--- src/sv/lwb_pkg.sv ---
// ----------------------------------------------------------------------------
// lwb_pkg: shared types and constants for the Lax-Wendroff Burgers stencil
// Sample format, Courant register format, request and result payloads and the
// control word that travels with each request through the flux pipeline.
// ----------------------------------------------------------------------------
package lwb_pkg;

	localparam int SAMPLE_BITS  = 16;
	localparam int FRAC_BITS    = SAMPLE_BITS - 2;
	localparam int COURANT_BITS = 16;

	localparam logic [COURANT_BITS-1:0] COURANT_RESET = COURANT_BITS'(3277);

	typedef logic signed [SAMPLE_BITS-1:0] sample_t;
	typedef logic [COURANT_BITS-1:0] courant_t;

	typedef struct packed {
		logic signed [SAMPLE_BITS-1:0] sample;
		logic                          row_end;
	} in_t;

	typedef struct packed {
		logic signed [SAMPLE_BITS-1:0] new_sample;
		logic                          last;
	} out_t;

	// what one request turns into at the output
	typedef struct packed {
		logic res;    // request gives a first result
		logic zero;   // first result is a boundary zero
		logic last1;  // first result closes the row
		logic extra;  // a trailing boundary zero with last follows
	} ctl_t;

endpackage

--- src/sv/lwb_cell.sv ---
// ----------------------------------------------------------------------------
// lwb_cell: one window cell
// Holds one grid sample and hands it to the next cell of the window chain
// whenever a request is taken.
// ----------------------------------------------------------------------------
module lwb_cell (
	input  logic             clk,
	input  logic             arst_n,
	input  logic             en,
	input  lwb_pkg::sample_t d,
	output lwb_pkg::sample_t q
);

	lwb_pkg::sample_t sample_q;

	always_ff @(posedge clk or negedge arst_n) begin
		if (!arst_n) begin
			sample_q <= '0;
		end else if (en) begin
			sample_q <= d;
		end
	end

	assign q = sample_q;

endmodule

--- config.mk ---
export PLATFORM = sky130hd
export DESIGN_NAME = lwb_cell
export DESIGN_NICKNAME = d
export VERILOG_FILES = /design/src/sv/lwb_pkg.sv /design/src/sv/lwb_cell.sv
export SDC_FILE = /design/constraint.sdc
export NUM_CORES = 1
export LEC_CHECK = 0
export BUFFER_PORTS_ARGS = -buffer_cell sky130_fd_sc_hd__buf_4
export CORE_UTILIZATION = 38
export DETAILED_ROUTE_END_ITERATION = 10
export GPL_TIMING_DRIVEN = 0
export PLACE_DENSITY = 0.71
export SLEW_MARGIN = 20
export SYNTH_ARGS = -nofsm -noshare
export SYNTH_HDL_FRONTEND = slang
export SYNTH_SLANG_ARGS = --single-unit
--- constraint.sdc ---
create_clock -name clk -period 0.8 [get_ports clk]
set_input_delay 0 -clock clk [delete_from_list [all_inputs] [get_ports clk]]
set_output_delay 0 -clock clk [all_outputs]
set_load 0.01 [all_outputs]
# After elaboration in Yosys (flattened, before gate mapping)
# Cells that the tools add are included.
dict set report word_totals {
  reg_bits 16
  latch_bits 0
  ram_bits 0
  romBits 0
  input_bits 19
  output_inout_bits 16
  elab_cells 1
  memories 0
}
dict set report op_classes {
  n_addsub 0
  multipliers 0
  n_div 0
  magnitude_cmp 0
  eq_ne 0
  n_shift 0
  mux 0
  bitwise 0
  n_reduce_logical 0
}

# Logic depth before layout (Yosys ltp)
dict set report logic_depth {
  word_depth 0
  ltp_mapped 3
  ltp_nobuf 1
}

# Worst setup path before layout
# OpenSTA, ideal clock, no wires.
dict set report synth_timing {
  path_kind {flip-flop to flip-flop}
  from {register q[10] (netlist name)}
  to {register sample_q[10] (netlist: q[10])}
  setup_time_ps 125
  t_arrival_ps 654
  t_required_ps 675
  path_slack_ps 21
  path_stages_with_launch 2
  path_buffers 0
  period_less_slack_ps 779
  path_cell_list {dfrtp_1 -> mux2_4}
}
# element line
set synth_lines {}
lappend synth_lines {{end signal: assignment} lwb_cell.sv:18} ;# sample_q <= '0;
lappend synth_lines {{end signal: assignment} lwb_cell.sv:20} ;# sample_q <= d;
lappend synth_lines {{end: declaration} lwb_cell.sv:14} ;# lwb_pkg::sample_t sample_q;

# Worst setup path after layout
dict set report layout_timing {
  from {register sample_q[0] (netlist: q[0])}
  to {output q[0]}
}
# element line
set layout_lines {}
lappend layout_lines {{end: declaration} lwb_cell.sv:11} ;# output lwb_pkg::sample_t q
# No word-level cell between the ends.

==> flow_summary.yaml <==
run_status:
  outcome: "complete, but fails checks"
  violations: "DRC, setup timing"
final_layout:
  diodes: 0
  fill_cells: 96
  fin_cells: 104
  multi_input_area_um2: 218
  layout-drive-gt1-share_pct: 62.5
  seqCellArea_um2: 400
  synthToLayoutAreaGrowth_pct: 82.3
  largest_reg_flops: 16
  fin_util_pct: 75.9
  nets: 108
detailed_routing:
  vias: 482
  wl_per_cell_um: 15.3
  antenna_left: 0
  drc: 7
  drtIter0Drc: 23
  first_pass_iters: 6
  wl_um: 1590
  via_per_inst: 4.63
synth:
  async_flop_share_pct: 100
  netlist_area_um2: 649
  synthTopCellsByCount: "dfrtp_1 (16), mux2_4 (10), mux2_2 (6)"
  yosysMostFrequentCell: "dfrtp_1"
  synth_cell_types: 5
  synth-edff-count: 0
  synth_top_cell_area_share_pct: 61.7
  synthCells: 34
  synthFlopType: "dfrtp_1"
  synth_fp_nets: 53
  yosysSeqAreaShare_pct: 61.7
  avgSynthCellArea_um2: 19.1
  yosys_warnings: 0
  ys_ff_latch: 16
  synth_top_cell_by_area: "dfrtp_1"
  ys_top_cells_by_area: "dfrtp_1 (62%), mux2_4 (23%), mux2_2 (10%)"
pwr:
  ir_drop_uv: 1230
  p_leak_nw: 0.579
  p_per_area_nw_per_um2: 1690
clock_network:
  insertion_delay_ps: 280
  postCtsSetupBuffers: 0
  htreeDepth: 1
  clk_pin_slew_ps: 90
  tritoncts: "done"
  cts_inserted_buffers: 3
  cts-root-buf: "clkbuf_4"
  clkSinkCount: 16
  cts_buffer_depth: 2
timing:
  hold_viol: 0
  period_share_pct: 103
  max_clock_freq_mhz: 1210
  setup_slack_ps: -27.1
  finalMaxSlewViolations: 0
  worstMarginPinSlew_ps: 203
  clock_skew_ps: 0
  setup-violations-final: 15
  fin_crit_ps: 827
  rsz0062_at_grt: "true"
  slew_headroom_pct: 86.5
placed_design:
  dpl.hpwl_um: 878
  gp_congestion: 0.697
  portBuffers: 33
  dp.cells: 83
  dp_worst_setup_slack_ps: 31.4
flow_run:
  cap_violations: 0
worst_setup_path:
  crit_family: "flip-flops"
  path_max_fanout: 2
  crit_slowest_cell: "dfrtp_1"
  end_kind: "output port"
  cpPeakStageDelay_ps: 410
  critical_path_class: "flop to output port"
  crit_required_ps: 800
  cp_cell_sequence: "buf_6"
  worst_setup_path_start_kind: "flop"
  worst-path-buf-inv: 1
  arrival_ps: 830
floorplan:
  ios: 35
  dieArea_um2: 1880
  num_rows: 14
  dieHeight_um: 43.3
  die-width_um: 43.3
  initial_core_util_pct: 41.7
  core_um2: 1560
grt:
  antenna_found_initial: 0
  grt_pass1_wl_um: 2600
  grt_pass1_vias: 542
  grt.total_usage_pct: 19.6
  grt-ovfl-total: 0
  grt_max_degree: 17
min_path:
  hold_class: "input pin to flop"
## per-stage QoR
stage               instance area, um^2  power [W]  TNS (ps)  hold slack, ps
floorplan                           649    0.00113         0            -296
global placement                    917    0.00135         0            -132
detailed placement                  917    0.00136         0            -132
CTS                                1180    0.00201      -312          -0.508
global route                       1180    0.00209      -708            13.0
finish                             1180    0.00200      -170            12.0
## layout make-up
class	count	share of cell area, %
plain buffers	2	2.64
clock buffers	4	3.07
well taps	16	1.69
multi-input cells	16	18.4
flip-flops and latches	16	33.8
repair buffers	50	40.4
## cell usage in the layout, fill, tap and decap left out
master         Yosys  routed
clkbuf_4           0       3
mux2_4            10      10
buf_6              1      17
dlygate4sd3_1      0      17
mux2_2             6       6
buf_12             1       1
buf_4              0      17
dfrtp_1           16      16
clkbuf_8           0       1
## repair_timing
action                                  in CTS  in global routing
endpoints found under the setup margin      16                 22
hold buffers                                17                  0
cloned                                       0                  0
hold endpoints to repair                    32                  0
gates resized for setup                     16                  0
pin swaps                                    0                  0
## where the power goes
| group | internal, W | total (W) | switching (W) |
|---|---|---|---|
| Combinational | 0.000366 | 0.000525 | 0.000159 |
| Clock | 0.000277 | 0.000520 | 0.000243 |
| Sequential | 0.000890 | 0.000953 | 0.0000630 |
| Total | 0.00153 | 0.00200 | 0.000465 |
## routing by layer
layer / share of wire, % / wire, um / vias up / track usage, %
met5: 0 / 0 / - / 0
met4: 0.75 / 12 / 0 / 9.38
met3: 3.8 / 60 / 2 / 2.50
met2: 54 / 860 / 15 / 33.9
met1: 41 / 661 / 240 / 24.3
li1: - / - / 225 / -
## cell families after synthesis
kind of cell | count (synthesis) | synth area share [%]
flip-flops | 16 | 61.7
buffers and inverters | 2 | 4.82
multiplexers | 16 | 33.5
## worst paths after layout
path	start	endpoint	depth (start not counted)	slack (ps)
hold reg to reg	q[5]$_DFFE_PN0P_	q[5]$_DFFE_PN0P_	1	540
max in group asynchronous	arst_n	q[11]$_DFFE_PN0P_	2	510
hold / removal	en	q[0]$_DFFE_PN0P_	2	10
min in group asynchronous	arst_n	q[4]$_DFFE_PN0P_	2	110
setup / recovery	q[0]$_DFFE_PN0P_	q[0]	1	-30
setup reg to reg	q[12]$_DFFE_PN0P_	q[12]$_DFFE_PN0P_	1	10
No activity file was read; power rests on OpenSTA's default activity.
